[config.mk]
export PLATFORM = sky130hd
export DESIGN_NAME = ultrasonic_level_median_pump
export DESIGN_NICKNAME = d
export VERILOG_FILES = /design/src/hdl/ulmp_pkg.sv /design/src/hdl/ulmp_cell.sv /design/src/hdl/ulmp_chain.sv /design/src/hdl/ulmp_level.sv /design/src/hdl/ultrasonic_level_median_pump.sv
export SDC_FILE = /design/constraint.sdc
export NUM_CORES = 1
export LEC_CHECK = 0
export BUFFER_PORTS_ARGS = -buffer_cell sky130_fd_sc_hd__clkbuf_2
export CORE_AREA = 4 4 164 166
export DETAILED_ROUTE_END_ITERATION = 10
export DIE_AREA = 0 0 168 170
export PLACE_DENSITY = 0.76
export SLEW_MARGIN = 10
export SYNTH_ARGS = -nofsm -noshare
export SYNTH_HDL_FRONTEND = slang
export SYNTH_SLANG_ARGS = --single-unit
[constraint.sdc]
create_clock -name clk -period 19 [get_ports clk]
set_input_delay 3.8 -clock clk [delete_from_list [all_inputs] [get_ports clk]]
set_output_delay 3.8 -clock clk [all_outputs]
set_load 0.01 [all_outputs]
[src/hdl/ulmp_pkg.sv]
// ----------------------------------------------------------------------------
// ulmp_pkg
// Shared constants, register codes and link types of the level median pump.
// ----------------------------------------------------------------------------
package ulmp_pkg;

  localparam int PINGS_PER_ROUND = 5;
  localparam int TICKS_PER_CM    = 58;

  localparam int TICKS_W    = 16;
  localparam int CM_W       = 6;
  localparam int PCT_W      = 7;
  localparam int CNT_W      = 3;
  localparam int CFG_IDX_W  = 3;
  localparam int CFG_DATA_W = 7;

  localparam int KEPT_W = $clog2(PINGS_PER_ROUND + 1);
  localparam int SLOT_W = (PINGS_PER_ROUND > 1) ? $clog2(PINGS_PER_ROUND) : 1;

  localparam int RECIP_SHIFT = 24;
  localparam int RECIP_W     = RECIP_SHIFT + 1;
  localparam int PROD_W      = TICKS_W + RECIP_W;
  localparam logic [RECIP_W-1:0] RECIP_MULT =
    RECIP_W'((2 ** RECIP_SHIFT + TICKS_PER_CM - 1) / TICKS_PER_CM);

  localparam logic [PCT_W-1:0] LEVEL_MAX = 7'd100;

  localparam logic [CM_W-1:0]  FULL_CM_RST        = 6'd10;
  localparam logic [CM_W-1:0]  EMPTY_CM_RST       = 6'd30;
  localparam logic [PCT_W-1:0] PERCENT_PER_CM_RST = 7'd5;
  localparam logic [CM_W-1:0]  MAX_VALID_CM_RST   = 6'd50;
  localparam logic [CM_W-1:0]  FALLBACK_CM_RST    = 6'd40;

  typedef enum logic [CFG_IDX_W-1:0] {
    CFG_FULL_CM        = 3'd0,
    CFG_EMPTY_CM       = 3'd1,
    CFG_PERCENT_PER_CM = 3'd2,
    CFG_MAX_VALID_CM   = 3'd3,
    CFG_FALLBACK_CM    = 3'd4
  } cfg_reg_t;

  typedef struct packed {
    logic            item;
    logic            first;
    logic            keep;
    logic [CM_W-1:0] value;
  } ins_t;

  typedef struct packed {
    logic            gt;
    logic            occ;
    logic [CM_W-1:0] value;
  } link_t;

  typedef struct packed {
    logic [KEPT_W-1:0] kept;
    logic [CM_W-1:0]   median;
  } chain_stat_t;

endpackage

[src/hdl/ulmp_cell.sv]
// ----------------------------------------------------------------------------
// ulmp_cell
// One slot of the sorted reading chain: keeps or shifts in a reading.
// ----------------------------------------------------------------------------
module ulmp_cell (
  input  logic                                clk,
  input  logic                                rst,
  input  logic                                en,
  input  ulmp_pkg::ins_t                      ins,
  input  ulmp_pkg::link_t                     left,
  output ulmp_pkg::link_t                     right,
  output logic                                held_occ,
  output logic [ulmp_pkg::CM_W-1:0]           held_value
);

  logic                      occ;
  logic                      occ_live;
  logic                      occ_next;
  logic                      gt;
  logic [ulmp_pkg::CM_W-1:0] value;
  logic [ulmp_pkg::CM_W-1:0] value_next;

  always_comb begin
    occ_live   = occ && !ins.first;
    gt         = !occ_live || (value > ins.value);
    occ_next   = occ_live || (ins.keep && left.occ);
    value_next = value;
    if (ins.keep && gt) begin
      value_next = left.gt ? left.value : ins.value;
    end
  end

  always_ff @(posedge clk) begin
    if (rst) begin
      occ <= 1'b0;
    end else if (en && ins.item) begin
      occ <= occ_next;
    end
  end

  always_ff @(posedge clk) begin
    if (en && ins.item) begin
      value <= value_next;
    end
  end

  assign right      = '{gt: gt, occ: occ_live, value: value};
  assign held_occ   = occ;
  assign held_value = value;

endmodule

[src/hdl/ulmp_chain.sv]
// ----------------------------------------------------------------------------
// ulmp_chain
// Row of sorting cells with the kept count and upper median taken off it.
// ----------------------------------------------------------------------------
module ulmp_chain (
  input  logic                  clk,
  input  logic                  rst,
  input  logic                  en,
  input  ulmp_pkg::ins_t        ins,
  output ulmp_pkg::chain_stat_t stat
);

  ulmp_pkg::link_t                 links [ulmp_pkg::PINGS_PER_ROUND+1];
  logic                            occ   [ulmp_pkg::PINGS_PER_ROUND];
  logic [ulmp_pkg::CM_W-1:0]       vals  [ulmp_pkg::PINGS_PER_ROUND];
  logic [ulmp_pkg::KEPT_W-1:0]     kept;
  logic [ulmp_pkg::KEPT_W-1:0]     mid;
  logic [ulmp_pkg::CM_W-1:0]       median;

  assign links[0] = '{gt: 1'b0, occ: 1'b1, value: '0};

  for (genvar i = 0; i < ulmp_pkg::PINGS_PER_ROUND; i++) begin : g_cell
    ulmp_cell u_cell (
      .clk        (clk),
      .rst        (rst),
      .en         (en),
      .ins        (ins),
      .left       (links[i]),
      .right      (links[i+1]),
      .held_occ   (occ[i]),
      .held_value (vals[i])
    );
  end

  always_comb begin
    kept = '0;
    for (int i = 0; i < ulmp_pkg::PINGS_PER_ROUND; i++) begin
      kept = kept + ulmp_pkg::KEPT_W'(occ[i]);
    end
    mid    = kept >> 1;
    median = '0;
    for (int i = 0; i < ulmp_pkg::PINGS_PER_ROUND; i++) begin
      if (ulmp_pkg::KEPT_W'(i) == mid) begin
        median = vals[i];
      end
    end
  end

  assign stat = '{kept: kept, median: median};

endmodule

[src/hdl/ulmp_level.sv]
// ----------------------------------------------------------------------------
// ulmp_level
// Registered distance to fill level mapping, saturated at full.
// ----------------------------------------------------------------------------
module ulmp_level (
  input  logic                       clk,
  input  logic                       en,
  input  logic [ulmp_pkg::CM_W-1:0]  distance,
  input  logic [ulmp_pkg::CM_W-1:0]  full_cm,
  input  logic [ulmp_pkg::CM_W-1:0]  empty_cm,
  input  logic [ulmp_pkg::PCT_W-1:0] percent_per_cm,
  output logic [ulmp_pkg::PCT_W-1:0] level
);

  logic [ulmp_pkg::CM_W-1:0]                diff;
  logic [ulmp_pkg::CM_W+ulmp_pkg::PCT_W-1:0] prod;
  logic [ulmp_pkg::PCT_W-1:0]               level_next;

  always_comb begin
    diff = empty_cm - distance;
    prod = (ulmp_pkg::CM_W + ulmp_pkg::PCT_W)'(diff) *
           (ulmp_pkg::CM_W + ulmp_pkg::PCT_W)'(percent_per_cm);
    if (distance >= empty_cm) begin
      level_next = '0;
    end else if (distance <= full_cm) begin
      level_next = ulmp_pkg::LEVEL_MAX;
    end else if (prod > (ulmp_pkg::CM_W + ulmp_pkg::PCT_W)'(ulmp_pkg::LEVEL_MAX)) begin
      level_next = ulmp_pkg::LEVEL_MAX;
    end else begin
      level_next = prod[ulmp_pkg::PCT_W-1:0];
    end
  end

  always_ff @(posedge clk) begin
    if (en) begin
      level <= level_next;
    end
  end

endmodule

[src/hdl/ultrasonic_level_median_pump.sv]
// ----------------------------------------------------------------------------
// ultrasonic_level_median_pump
// Ping to centimeter conversion, sorted median per round and pump control.
//
//   channel  handshake              payload
//   in       in_valid / in_stall    echo_seen, echo_ticks
//   out      out_valid / out_stall  distance_cm, level_percent, pump_on,
//                                   display_update, valid_count
//   cfg      cfg_valid / cfg_ready  cfg_index, cfg_data
//
// One ping per cycle while in_stall is low; a round's result is valid once its last
// ping has passed the capture, conversion, chain, median, level and output registers.
// The whole pipeline and the cell chain advance together; they hold only
// while a result waits in the output register and out_stall is high.
// Reset is synchronous and clears the round, the cells and the last result.
// cfg_ready is always high.
// ----------------------------------------------------------------------------
module ultrasonic_level_median_pump (
  input  logic                            clk,
  input  logic                            rst,
  input  logic                            in_valid,
  output logic                            in_stall,
  input  logic                            echo_seen,
  input  logic [ulmp_pkg::TICKS_W-1:0]    echo_ticks,
  output logic                            out_valid,
  input  logic                            out_stall,
  output logic [ulmp_pkg::CM_W-1:0]       distance_cm,
  output logic [ulmp_pkg::PCT_W-1:0]      level_percent,
  output logic                            pump_on,
  output logic                            display_update,
  output logic [ulmp_pkg::CNT_W-1:0]      valid_count,
  input  logic                            cfg_valid,
  output logic                            cfg_ready,
  input  logic [ulmp_pkg::CFG_IDX_W-1:0]  cfg_index,
  input  logic [ulmp_pkg::CFG_DATA_W-1:0] cfg_data
);

  logic [ulmp_pkg::CM_W-1:0]  full_cm;
  logic [ulmp_pkg::CM_W-1:0]  empty_cm;
  logic [ulmp_pkg::PCT_W-1:0] percent_per_cm;
  logic [ulmp_pkg::CM_W-1:0]  max_valid_cm;
  logic [ulmp_pkg::CM_W-1:0]  fallback_cm;

  logic                          en;
  logic [ulmp_pkg::SLOT_W-1:0]   slot;

  logic                          v1, seen1, first1, last1;
  logic [ulmp_pkg::TICKS_W-1:0]  ticks1;
  logic [ulmp_pkg::PROD_W-1:0]   prod1;
  logic [ulmp_pkg::TICKS_W-1:0]  cm1;
  logic                          keep1;

  logic                          v2, keep2, first2, last2;
  logic [ulmp_pkg::CM_W-1:0]     cm2;
  ulmp_pkg::ins_t                ins;

  logic                          v3;
  ulmp_pkg::chain_stat_t         stat;
  logic [ulmp_pkg::CM_W-1:0]     d3;

  logic                          v4;
  logic [ulmp_pkg::CM_W-1:0]     d4;
  logic [ulmp_pkg::CNT_W-1:0]    cnt4;

  logic                          v5;
  logic [ulmp_pkg::CM_W-1:0]     d5;
  logic [ulmp_pkg::CNT_W-1:0]    cnt5;
  logic [ulmp_pkg::PCT_W-1:0]    lvl5;
  logic                          pump5;
  logic                          upd5;

  logic                          have_prev;
  logic [ulmp_pkg::CM_W-1:0]     prev_distance;
  logic                          prev_pump;

  assign cfg_ready = 1'b1;
  assign en        = !(out_valid && out_stall);
  assign in_stall  = !en;

  always_ff @(posedge clk) begin
    if (rst) begin
      full_cm        <= ulmp_pkg::FULL_CM_RST;
      empty_cm       <= ulmp_pkg::EMPTY_CM_RST;
      percent_per_cm <= ulmp_pkg::PERCENT_PER_CM_RST;
      max_valid_cm   <= ulmp_pkg::MAX_VALID_CM_RST;
      fallback_cm    <= ulmp_pkg::FALLBACK_CM_RST;
    end else if (cfg_valid && cfg_ready) begin
      case (cfg_index)
        ulmp_pkg::CFG_FULL_CM:        full_cm        <= cfg_data[ulmp_pkg::CM_W-1:0];
        ulmp_pkg::CFG_EMPTY_CM:       empty_cm       <= cfg_data[ulmp_pkg::CM_W-1:0];
        ulmp_pkg::CFG_PERCENT_PER_CM: percent_per_cm <= cfg_data[ulmp_pkg::PCT_W-1:0];
        ulmp_pkg::CFG_MAX_VALID_CM:   max_valid_cm   <= cfg_data[ulmp_pkg::CM_W-1:0];
        ulmp_pkg::CFG_FALLBACK_CM:    fallback_cm    <= cfg_data[ulmp_pkg::CM_W-1:0];
        default: ;
      endcase
    end
  end

  // Capture the ping and tag its place in the round.
  always_ff @(posedge clk) begin
    if (rst) begin
      slot <= '0;
      v1   <= 1'b0;
    end else if (en) begin
      v1 <= in_valid;
      if (in_valid) begin
        if (slot == ulmp_pkg::SLOT_W'(ulmp_pkg::PINGS_PER_ROUND - 1)) begin
          slot <= '0;
        end else begin
          slot <= slot + 1'b1;
        end
      end
    end
  end

  always_ff @(posedge clk) begin
    if (en && in_valid) begin
      seen1  <= echo_seen;
      ticks1 <= echo_ticks;
      first1 <= (slot == '0);
      last1  <= (slot == ulmp_pkg::SLOT_W'(ulmp_pkg::PINGS_PER_ROUND - 1));
    end
  end

  // Divide by ticks per cm through the reciprocal, then range check.
  always_comb begin
    prod1 = ulmp_pkg::PROD_W'(ticks1) * ulmp_pkg::PROD_W'(ulmp_pkg::RECIP_MULT);
    cm1   = prod1[ulmp_pkg::RECIP_SHIFT +: ulmp_pkg::TICKS_W];
    keep1 = seen1 && (cm1 != '0) && (cm1 <= ulmp_pkg::TICKS_W'(max_valid_cm));
  end

  always_ff @(posedge clk) begin
    if (rst) begin
      v2 <= 1'b0;
    end else if (en) begin
      v2 <= v1;
    end
  end

  always_ff @(posedge clk) begin
    if (en) begin
      keep2  <= keep1;
      cm2    <= cm1[ulmp_pkg::CM_W-1:0];
      first2 <= first1;
      last2  <= last1;
    end
  end

  assign ins = '{item: v2, first: first2, keep: keep2, value: cm2};

  ulmp_chain u_chain (
    .clk  (clk),
    .rst  (rst),
    .en   (en),
    .ins  (ins),
    .stat (stat)
  );

  assign d3 = (stat.kept == '0) ? fallback_cm : stat.median;

  always_ff @(posedge clk) begin
    if (rst) begin
      v3 <= 1'b0;
      v4 <= 1'b0;
      v5 <= 1'b0;
    end else if (en) begin
      v3 <= v2 && last2;
      v4 <= v3;
      v5 <= v4;
    end
  end

  always_ff @(posedge clk) begin
    if (en) begin
      d4   <= d3;
      cnt4 <= ulmp_pkg::CNT_W'(stat.kept);
      d5   <= d4;
      cnt5 <= cnt4;
    end
  end

  ulmp_level u_level (
    .clk            (clk),
    .en             (en),
    .distance       (d4),
    .full_cm        (full_cm),
    .empty_cm       (empty_cm),
    .percent_per_cm (percent_per_cm),
    .level          (lvl5)
  );

  assign pump5 = (lvl5 < ulmp_pkg::LEVEL_MAX);
  assign upd5  = !have_prev || (d5 != prev_distance) || (pump5 != prev_pump);

  always_ff @(posedge clk) begin
    if (rst) begin
      out_valid     <= 1'b0;
      have_prev     <= 1'b0;
      prev_distance <= '0;
      prev_pump     <= 1'b0;
    end else if (en) begin
      out_valid <= v5;
      if (v5) begin
        have_prev     <= 1'b1;
        prev_distance <= d5;
        prev_pump     <= pump5;
      end
    end
  end

  always_ff @(posedge clk) begin
    if (en && v5) begin
      distance_cm    <= d5;
      level_percent  <= lvl5;
      pump_on        <= pump5;
      display_update <= upd5;
      valid_count    <= cnt5;
    end
  end

endmodule

==> results of run 1 <==
## registers in the layout, summed over array words and instances (netlist names), 7 cells and up
name / count
u_level.level: 7
level_percent: 7
ticks1: 16
percent_per_cm: 7
u_chain.g_cell.u_cell.held_value: 24
## layout make-up
class,count,area (um^2),area share
clock buffers,17,425,0.0288
clock inverters,15,181,0.0123
inverters,272,1020,0.0691
multi-input cells,860,8560,0.579
flip-flops and latches,148,3910,0.265
well taps,335,419,0.0284
repair buffers,52,263,0.0178
## layout by cell type, fill, tap and decap left out, types with 17 or more instances in the layout
cell and n:
a21oi_1 57, and2_1 22, clkbuf_16 17, clkbuf_2 51
dfxtp_1 53, edfxtp_1 95, fa_1 129, ha_1 209
inv_1 271, mux2_2 24, nand2_1 81, nor2_1 51
nor2b_1 23, o21a_1 28, o21ai_0 22
## per-layer routing
metal / wire [um] / global-route usage / part of all wire
met1: 12300 / 0.259 / 0.43
met4: 890 / 0.0720 / 0.031
met2: 14500 / 0.376 / 0.51
met3: 1100 / 0.0353 / 0.038
met5: 0 / 0 / 0
## power groups by stage
| stage | sequential (mW) | combinational [mW] | clock, mW |
|---|---|---|---|
| 3_3_place_gp | 0.402 | 1.55 | 0 |
| 2_1_floorplan | 0.390 | 1.26 | 0 |
| 3_5_place_dp | 0.403 | 1.59 | 0 |
| 5_1_grt | 0.398 | 1.83 | 0.374 |
| 6_report | 0.396 | 1.60 | 0.353 |
| 4_1_cts | 0.396 | 1.61 | 0.358 |
## cells by family (layout without fill, tap and decap cells)
| kind of cell | count (synthesis) | count (layout) | synth area share |
|---|---|---|---|
| AOI/OAI and AO/OA | 194 | 194 | 0.0963 |
| other | 1 | 1 | 0.000276 |
| adders and majority gates | 338 | 338 | 0.383 |
| xor gates and xnor gates | 22 | 22 | 0.0147 |
| DFF | 148 | 148 | 0.288 |
| and+or+nand+nor | 261 | 261 | 0.0970 |
| buffers and inverters | 289 | 356 | 0.0813 |
| muxes | 44 | 44 | 0.0393 |
## final timing paths
check,slack (ns),end,cells after the start
max,10.40,in_stall,5
max reg2reg,11.49,keep2$_DFFE_PN_,25
min,0.42,last2$_DFFE_PN_,0
min reg2reg,0.42,last2$_DFFE_PN_,0
## metrics by stage
stage | utilization | total power, mW | cell area, um^2 | setup slack (ns) | hold WS (ns)
floorplan | - | 1.65 | 13600 | 10.18 | 0.400
CTS | 0.577 | 2.36 | 14800 | 10.37 | 0.423
detailed placement | 0.553 | 1.99 | 14200 | 10.38 | 0.408
finish | 0.577 | 2.35 | 14800 | 10.40 | 0.420
global route | 0.577 | 2.60 | 14800 | 10.27 | 0.434
global placement | 0.553 | 1.95 | 14200 | 10.41 | 0.403
==> summary.md, run 1 <==
| Metric | Value |
|---|---|
| Hold_buf cts | 0 |
| HP Start | last1$_DFFE_PP_ |
| Routed vias/inst | 5.45 |
| Post_cts resized | 0 |
| Clock sinks | 148 |
| Final non-filler cell total | 1699 |
| Post-route minimum period | 8.60 ns |
| Placed Instances | 1667 |
| Post-route clock period utilization | 0.453 |
| Status | finished, final reports clean |
| Seq cells post-synth | 148 |
| PortBufs | 51 |
| Mapped Nets | 1667 |
| Final Max Slew Viols | 0 |
| CP Launch Type | input pin |
| Most frequent cells after synthesis | inv_1 (271), ha_1 (209), fa_1 (129) |
| Crit Path Class | in -> out |
| Vias | 9263 |
| Die Span X | 168 um |
| HPWL Detailed | 23.5 mm |
| Worst-path cell chain | clkbuf_2, nand2_2, buf_4, inv_1, clkbuf_2 |
| Largest net degree at the start of global routing | 54 |
| Rows | 59 |
| Power per cell area | 159 nW/um^2 |
| Root buffer cell | clkbuf_16 |
| Detailed Route WL | 28.8 mm |
| Nets | 1721 |
| Crit. End Element | output pin |
| Cell family with most CP delay | buffers and inverters |
| Antenna-violating nets left | 0 |
| Post-synth EDFFs | 95 |
| Fin Setup TNS | 0 ns |
| Mapped Area | 13600 um^2 |
| Max Root-Sink Buffers | 2 |
| Comb pwr share | 0.681 |
| Top cell type's share of synthesized area | 0.210 |
| Pre-antenna DRT Iters | 6 |
| Seq pwr share | 0.169 |
| Clock transition at the registers of the reported paths | 0.06 ns |
| First-pass GRT wire length | 48.5 mm |
| CTS buffer count | 17 |
| Die extent in y | 170 um |
| Biggest cell delay along the critical path | 0.45 ns |
| Layout cells sized above 1 | 0.0968 |
| Worst EP required | 15.20 ns |
| Post-Synthesis Cells | 1297 |
| Synth Flop Type | edfxtp_1 |
| CP max-delay cell | buf_4 |
| Worst Hold Class | reg -> reg |
| Fmax | 0.116 GHz |
| DIE AREA | 28600 um^2 |
| CP Max Fanout | 43 |
| P_leak | 7.05 nW |
| Total gr overflow | 0 |
| P&R area growth vs syn | 8.90% |
| Switching Share | 0.467 |
| Skew-Pair Late Insertion Delay | 0.43 ns |
| Worst Path Arrival | 4.80 ns |
| CP dominant cell by count | clkbuf_2 |
| Post-synthesis async set-or-reset flop share | 0 |
| Gr usage total | 0.210 |
| Number of I/O pins | 53 |
| VDD IR max | 0.128 mV |
| CTS tree | built |
| Slew @ Worst Pin | 1.14 ns |
| FILL cells | 2097 |
| Unrepaired setup endpoints after global routing | false |
| DR DRC count | 0 |
| Routability cong. | 0.904 |
| Power share of the clock group | 0.150 |
| Postcts setup bufs | 0 |
| Skew final | 0.0229 ns |
| Drt wl/cell | 16.9 um |
| Initial Util | 0.530 |
| Synth unique cells | 67 |
| Synth area leaders | edfxtp_1 (21%), ha_1 (19%), fa_1 (19%), dfxtp_1 (7.8%), inv_1 (7.5%) |
| Core area | 25600 um^2 |
| P_int | 1.25 mW |
| FF-to-FF Start | ticks1[10]$_DFFE_PP_ |
| Final Hold Vio Count | 0 |
| Synth area leader | edfxtp_1 |
| Initial antenna violation count | 0 |
| Critical path buffers and inverters | 4 |
| Syn. warnings | 0 |
| Relative slew margins | 0.237 |
| Worst Setup SP | out_stall |
| H-tree lvl count | 4 |
| Sequential area share after synthesis | 0.288 |
| Diode count | 0 |
| Max Cap Viol | 0 |
| Top-count cell post-synth | inv_1 |
| Net Sw Power | 1.10 mW |
| Final setup fails | 0 |
| Mapped Avg Cell Area | 10.5 um^2 |
| Number of global-route vias before repair | 9786 |
| First DRT Iteration DRCs | 506 |
Note: power is estimated with default switching activity, not from simulation.
==> run 2, diff against run 1 <==
Clock period 19 ns to 8.5 ns, I/O delays scaled along.
==> run 2 against run 1 <==
  * Cell count unchanged
  * First-iteration DRC count grew 21%
  * Core utilization about the same
  * Sequential cell count stayed put
  * Sequential power increased by 120%
  * Cell area about the same
  * Combinational power increased by 130%
  * Critical endpoint is now keep2$_DFFE_PN_
  * Largest cell class unchanged
  * Largest power group unchanged
==> summary.md, run 2 (same netlist as run 1, synthesis figures left out) <==
| Metric | Value |
|---|---|
| Status | finished, final reports clean |
| Clock transition at the registers of the reported paths | 0.08 ns |
| Dpl ws | 1.02 ns |
| Worst EP required | 8.74 ns |
| CTS buffer count | 17 |
| Final worst slack | 0.953 ns |
| DIE AREA | 28600 um^2 |
| Power per cell area | 361 nW/um^2 |
| Number of global-route vias before repair | 9639 |
| Commonest non-fill, non-tap cell in the layout | inv_1 |
| Vias | 9325 |
| CP dominant cell by count | fa_1 |
| CTS tree | built |
| Postcts setup bufs | 0 |
| Crit. End Element | register |
| Final Max Slew Viols | 0 |
| First-pass GRT wire length | 49.4 mm |
| Post-route minimum period | 7.55 ns |
| FILL cells | 2098 |
| Rows | 59 |
| Skew final | 0.0137 ns |
| Fmax | 0.132 GHz |
| Final setup fails | 0 |
| Unrepaired setup endpoints after global routing | false |
| Core area | 25600 um^2 |
| Antenna-violating nets left | 0 |
| Die extent in y | 170 um |
| Worst Hold Class | reg -> reg |
| PortBufs | 51 |
| Crit Path Class | reg -> reg |
| P&R area growth vs syn | 8.89% |
| Biggest cell delay along the critical path | 0.69 ns |
| Clock sinks | 148 |
| First DRT Iteration DRCs | 613 |
| Initial Util | 0.530 |
| CP max-delay cell | fa_1 |
| Root buffer cell | clkbuf_16 |
| Total gr overflow | 0 |
| Diode count | 0 |
| DR DRC count | 0 |
| Relative slew margins | 0.269 |
| Drt wl/cell | 17.6 um |
| Initial antenna violation count | 0 |
| Routability cong. | 0.968 |
| Routed vias/inst | 5.49 |
| Die Span X | 168 um |
| Number of flip-flops in the largest register | 24 |
| Largest net degree at the start of global routing | 54 |
| Pre-antenna DRT Iters | 5 |
| Max Root-Sink Buffers | 2 |
| Hold_buf cts | 0 |
| HPWL Detailed | 24.1 mm |
| Number of I/O pins | 53 |
| Gr usage total | 0.215 |
| Nets | 1721 |
| CP Max Fanout | 6 |
| Post-route clock period utilization | 0.888 |
| VDD IR max | 0.352 mV |
| CP Launch Type | register |
| Max Cap Viol | 0 |
| Most frequent cells in the layout | inv_1 (271), ha_1 (209), fa_1 (129) |
| Skew-Pair Late Insertion Delay | 0.44 ns |
| Worst Path Arrival | 7.79 ns |
| P_leak | 7.04 nW |
| Detailed Route WL | 29.8 mm |
| Layout cells sized above 1 | 0.0975 |
| Pwr Total | 5.34 mW |
| Slew @ Worst Pin | 1.10 ns |
| Final Hold Vio Count | 0 |
| H-tree lvl count | 4 |
| Post_cts resized | 0 |
| Flop-to-flop setup slack | 0.95 ns |
| Fin Setup TNS | 0 ns |
-- run 2: cell count changes in the layout (fill, tap and decap cells not counted), sizes merged --
cell and change:
clkinvlp +1, inv -2, bufinv -2, clkinv +3
-- run 2: layout make-up --
type	instances	area [um^2]	share of cell area
Clock buffer	17	425	0.0288
Clock inverter	15	180	0.0122
Inverter	272	1020	0.0691
Multi-Input combinational cell	860	8560	0.579
Sequential cell	148	3910	0.265
Tap cell	335	419	0.0284
Timing Repair Buffer	52	263	0.0178
-- run 2: critical path: cells and delay by family, from the launching register on --
kind | cells | cell delay [ns]
AO/OA/AOI/OAI | 9 | 1.53
XOR/XNOR | 1 | 0.33
adder cells (fa/ha/maj) | 8 | 3.95
buffers and inverters | 4 | 0.22
flip-flops | 1 | 0.52
AND/OR/NAND/NOR | 3 | 0.79
-- run 2: worst paths after layout --
path	start	end	depth (start not counted)
setup / recovery	ticks1[10]$_DFFE_PP_	keep2$_DFFE_PN_	25
hold / removal	cnt4[1]$_DFFE_PN_	cnt5[1]$_DFFE_PN_	0
setup reg to reg	ticks1[10]$_DFFE_PP_	keep2$_DFFE_PN_	25
hold reg to reg	cnt4[1]$_DFFE_PN_	cnt5[1]$_DFFE_PN_	0
-- run 2: through the flow --
step,cell area (um^2),hold WS (ns),util,cells
finish,14800,0.416,0.577,1699
global route,14800,0.425,0.577,1699
CTS,14800,0.416,0.577,1699
detailed placement,14200,0.405,0.553,1667
global placement,14200,0.401,0.553,1667
floorplan,13600,0.400,-,1297
-- run 2: routing by layer --
metal,up-vias,global-route usage,part of all wire
met5,-,0,0
met3,55,0.0325,0.039
met2,252,0.379,0.50
li1,4482,-,-
met1,4536,0.276,0.44
met4,0,0.0639,0.027
-- run 2: power by group --
part           switching [mW]  total [mW]  internal, mW  leakage, nW
Combinational            2.15        3.68          1.53         5.37
Sequential             0.0514       0.881         0.830         1.38
Clock                   0.376       0.776         0.400        0.292
Total                    2.58        5.34          2.76         7.04
==> run 3, diff against run 2 <==
Settings changed: CORE_AREA 4 4 164 166 to 4 4 156 158, DIE_AREA 0 0 168 170 to 0 0 160 162, PLACE_DENSITY 0.76 to 0.83.
==> run 3 against run 2 <==
  * Via count up 0.31%
  * Cell area shrank 0.50%
  * Clock skew grew 0.00072 ns
  * Critical path type unchanged
  * Critical endpoint unchanged
  * Largest power group unchanged
  * Highest routed layer unchanged
==> summary.md, run 3 (same netlist as run 1, synthesis figures left out) <==
| Metric | Value |
|---|---|
| FF-to-FF Start | ticks1[10]$_DFFE_PP_ |
| HPWL Detailed | 23.8 mm |
| R2R cell count | 25 |
| DR DRC count | 0 |
| Post-route minimum period | 7.54 ns |
| H-tree lvl count | 4 |
| CP max-delay cell | fa_1 |
| Number of flip-flops in the largest register | 24 |
| Max Root-Sink Buffers | 2 |
| Most frequent cells in the layout | inv_1 (271), ha_1 (209), fa_1 (129) |
| Skew final | 0.0144 ns |
| Relative slew margins | 0.252 |
| Drt wl/cell | 17.8 um |
| Commonest non-fill, non-tap cell in the layout | inv_1 |
| Reg-to-reg endpoint | keep2$_DFFE_PN_ |
| Antenna-violating nets left | 0 |
| Status | finished, final reports clean |
| First DRT Iteration DRCs | 554 |
| Pwr Total | 5.30 mW |
| Die Span X | 160 um |
| CP Max Fanout | 6 |
| Final setup fails | 0 |
| Die extent in y | 162 um |
| First-pass GRT wire length | 49.2 mm |
| Number of I/O pins | 53 |
| Initial Util | 0.587 |
| Largest net degree at the start of global routing | 54 |
| CTS tree | built |
| PortBufs | 51 |
| Cell area after layout | 14700 um^2 |
| Clock transition at the registers of the reported paths | 0.07 ns |
| Hold_buf cts | 0 |
| Total gr overflow | 0 |
| Hold EP | level_percent[1]$_DFFE_PP_ |
| CTS buffer count | 17 |
| Rows | 56 |
| Routability cong. | 0.984 |
| Skew-Pair Late Insertion Delay | 0.44 ns |
| Core area | 23100 um^2 |
| Fmax | 0.133 GHz |
| Flop-to-flop setup slack | 0.96 ns |
| Dpl ws | 0.933 ns |
| Detailed Route WL | 29.5 mm |
| Post-route clock period utilization | 0.887 |
| Final design utilization | 0.636 |
| Vias | 9354 |
| Final Hold Vio Count | 0 |
| Worst Path Arrival | 7.80 ns |
| Worst Hold Class | reg -> reg |
| Crit. End Element | register |
| Gr usage total | 0.238 |
| P_leak | 7.03 nW |
| Post-DP Area | 14100 um^2 |
| Final non-filler cell total | 1654 |
| Power per cell area | 360 nW/um^2 |
| Hold depth | 0 |
| Biggest cell delay along the critical path | 0.69 ns |
| Unrepaired setup endpoints after global routing | false |
| Initial antenna violation count | 0 |
| CP dominant cell by count | fa_1 |
| Pre-antenna DRT Iters | 6 |
| CP Launch Type | register |
| P&R area growth vs syn | 8.35% |
| Root buffer cell | clkbuf_16 |
| Number of global-route vias before repair | 9766 |
| Routed vias/inst | 5.66 |
| Fin Setup TNS | 0 ns |
| Postcts setup bufs | 0 |
| Final worst slack | 0.956 ns |
| Clock sinks | 148 |
| VDD IR max | 0.349 mV |
| Nets | 1721 |
| Diode count | 0 |
| Final Max Slew Viols | 0 |
| Crit Path Class | reg -> reg |
| Post_cts resized | 0 |
| Worst EP required | 8.76 ns |
| Slew @ Worst Pin | 1.12 ns |
| Placed Instances | 1622 |
| Hold WS | 0.419 ns |
| Layout cells sized above 1 | 0.0975 |
| Max Cap Viol | 0 |
| HP Start | u_level.level[1]$_SDFFCE_PP0N_ |
| DIE AREA | 25900 um^2 |
[run 3: cell types whose count changed in the layout (fill, tap and decap cells not counted)]
cell | before | now
inv_8 | 5 | 6
clkinv_8 | 4 | 3
clkinvlp_4 | 1 | 2
inv_12 | 1 | 0
clkinv_4 | 2 | 0
inv_6 | 2 | 3
clkinv_2 | 0 | 1
[run 3: layout make-up]
class	instances	area, um^2
clock buffer	17	425
fill	1811	8410
multi-input combinational	860	8560
tap	290	363
clock inverter	15	163
sequential	148	3910
timing repair buffer	52	263
inverter	272	1020
[run 3: critical path, delay by kind of cell, from the launching register on]
kind | cells | cell delay (ns)
adder cells (fa/ha/maj) | 8 | 3.95
XOR/XNOR | 1 | 0.31
AO/OA/AOI/OAI | 9 | 1.55
buffers and inverters | 4 | 0.22
AND/OR/NAND/NOR | 3 | 0.79
flip-flops | 1 | 0.52
[run 3: layer usage]
metal | track usage | share of wire | vias to the layer above
met5 | 0 | 0 | -
met1 | 0.299 | 0.42 | 4582
met4 | 0.0903 | 0.034 | 0
met3 | 0.0340 | 0.040 | 67
li1 | - | - | 4484
met2 | 0.418 | 0.50 | 221
[run 3: worst max-delay path by stage]
stage | from | end | slack [ns]
6_report | ticks1[10]$_DFFE_PP_ | keep2$_DFFE_PN_ | 0.96
2_1_floorplan | ticks1[10]$_DFFE_PP_ | keep2$_DFFE_PN_ | 1.59
3_5_place_dp | ticks1[10]$_DFFE_PP_ | keep2$_DFFE_PN_ | 0.93
3_3_place_gp | ticks1[10]$_DFFE_PP_ | keep2$_DFFE_PN_ | 1.24
4_1_cts | ticks1[10]$_DFFE_PP_ | keep2$_DFFE_PN_ | 0.98
5_1_grt | ticks1[10]$_DFFE_PP_ | keep2$_DFFE_PN_ | 0.56
[run 3: power by group]
group / internal, mW / switching [mW] / total, mW
clock network: 0.394 / 0.363 / 0.757
registers: 0.830 / 0.0501 / 0.880
logic: 1.53 / 2.13 / 3.66
total: 2.75 / 2.55 / 5.30
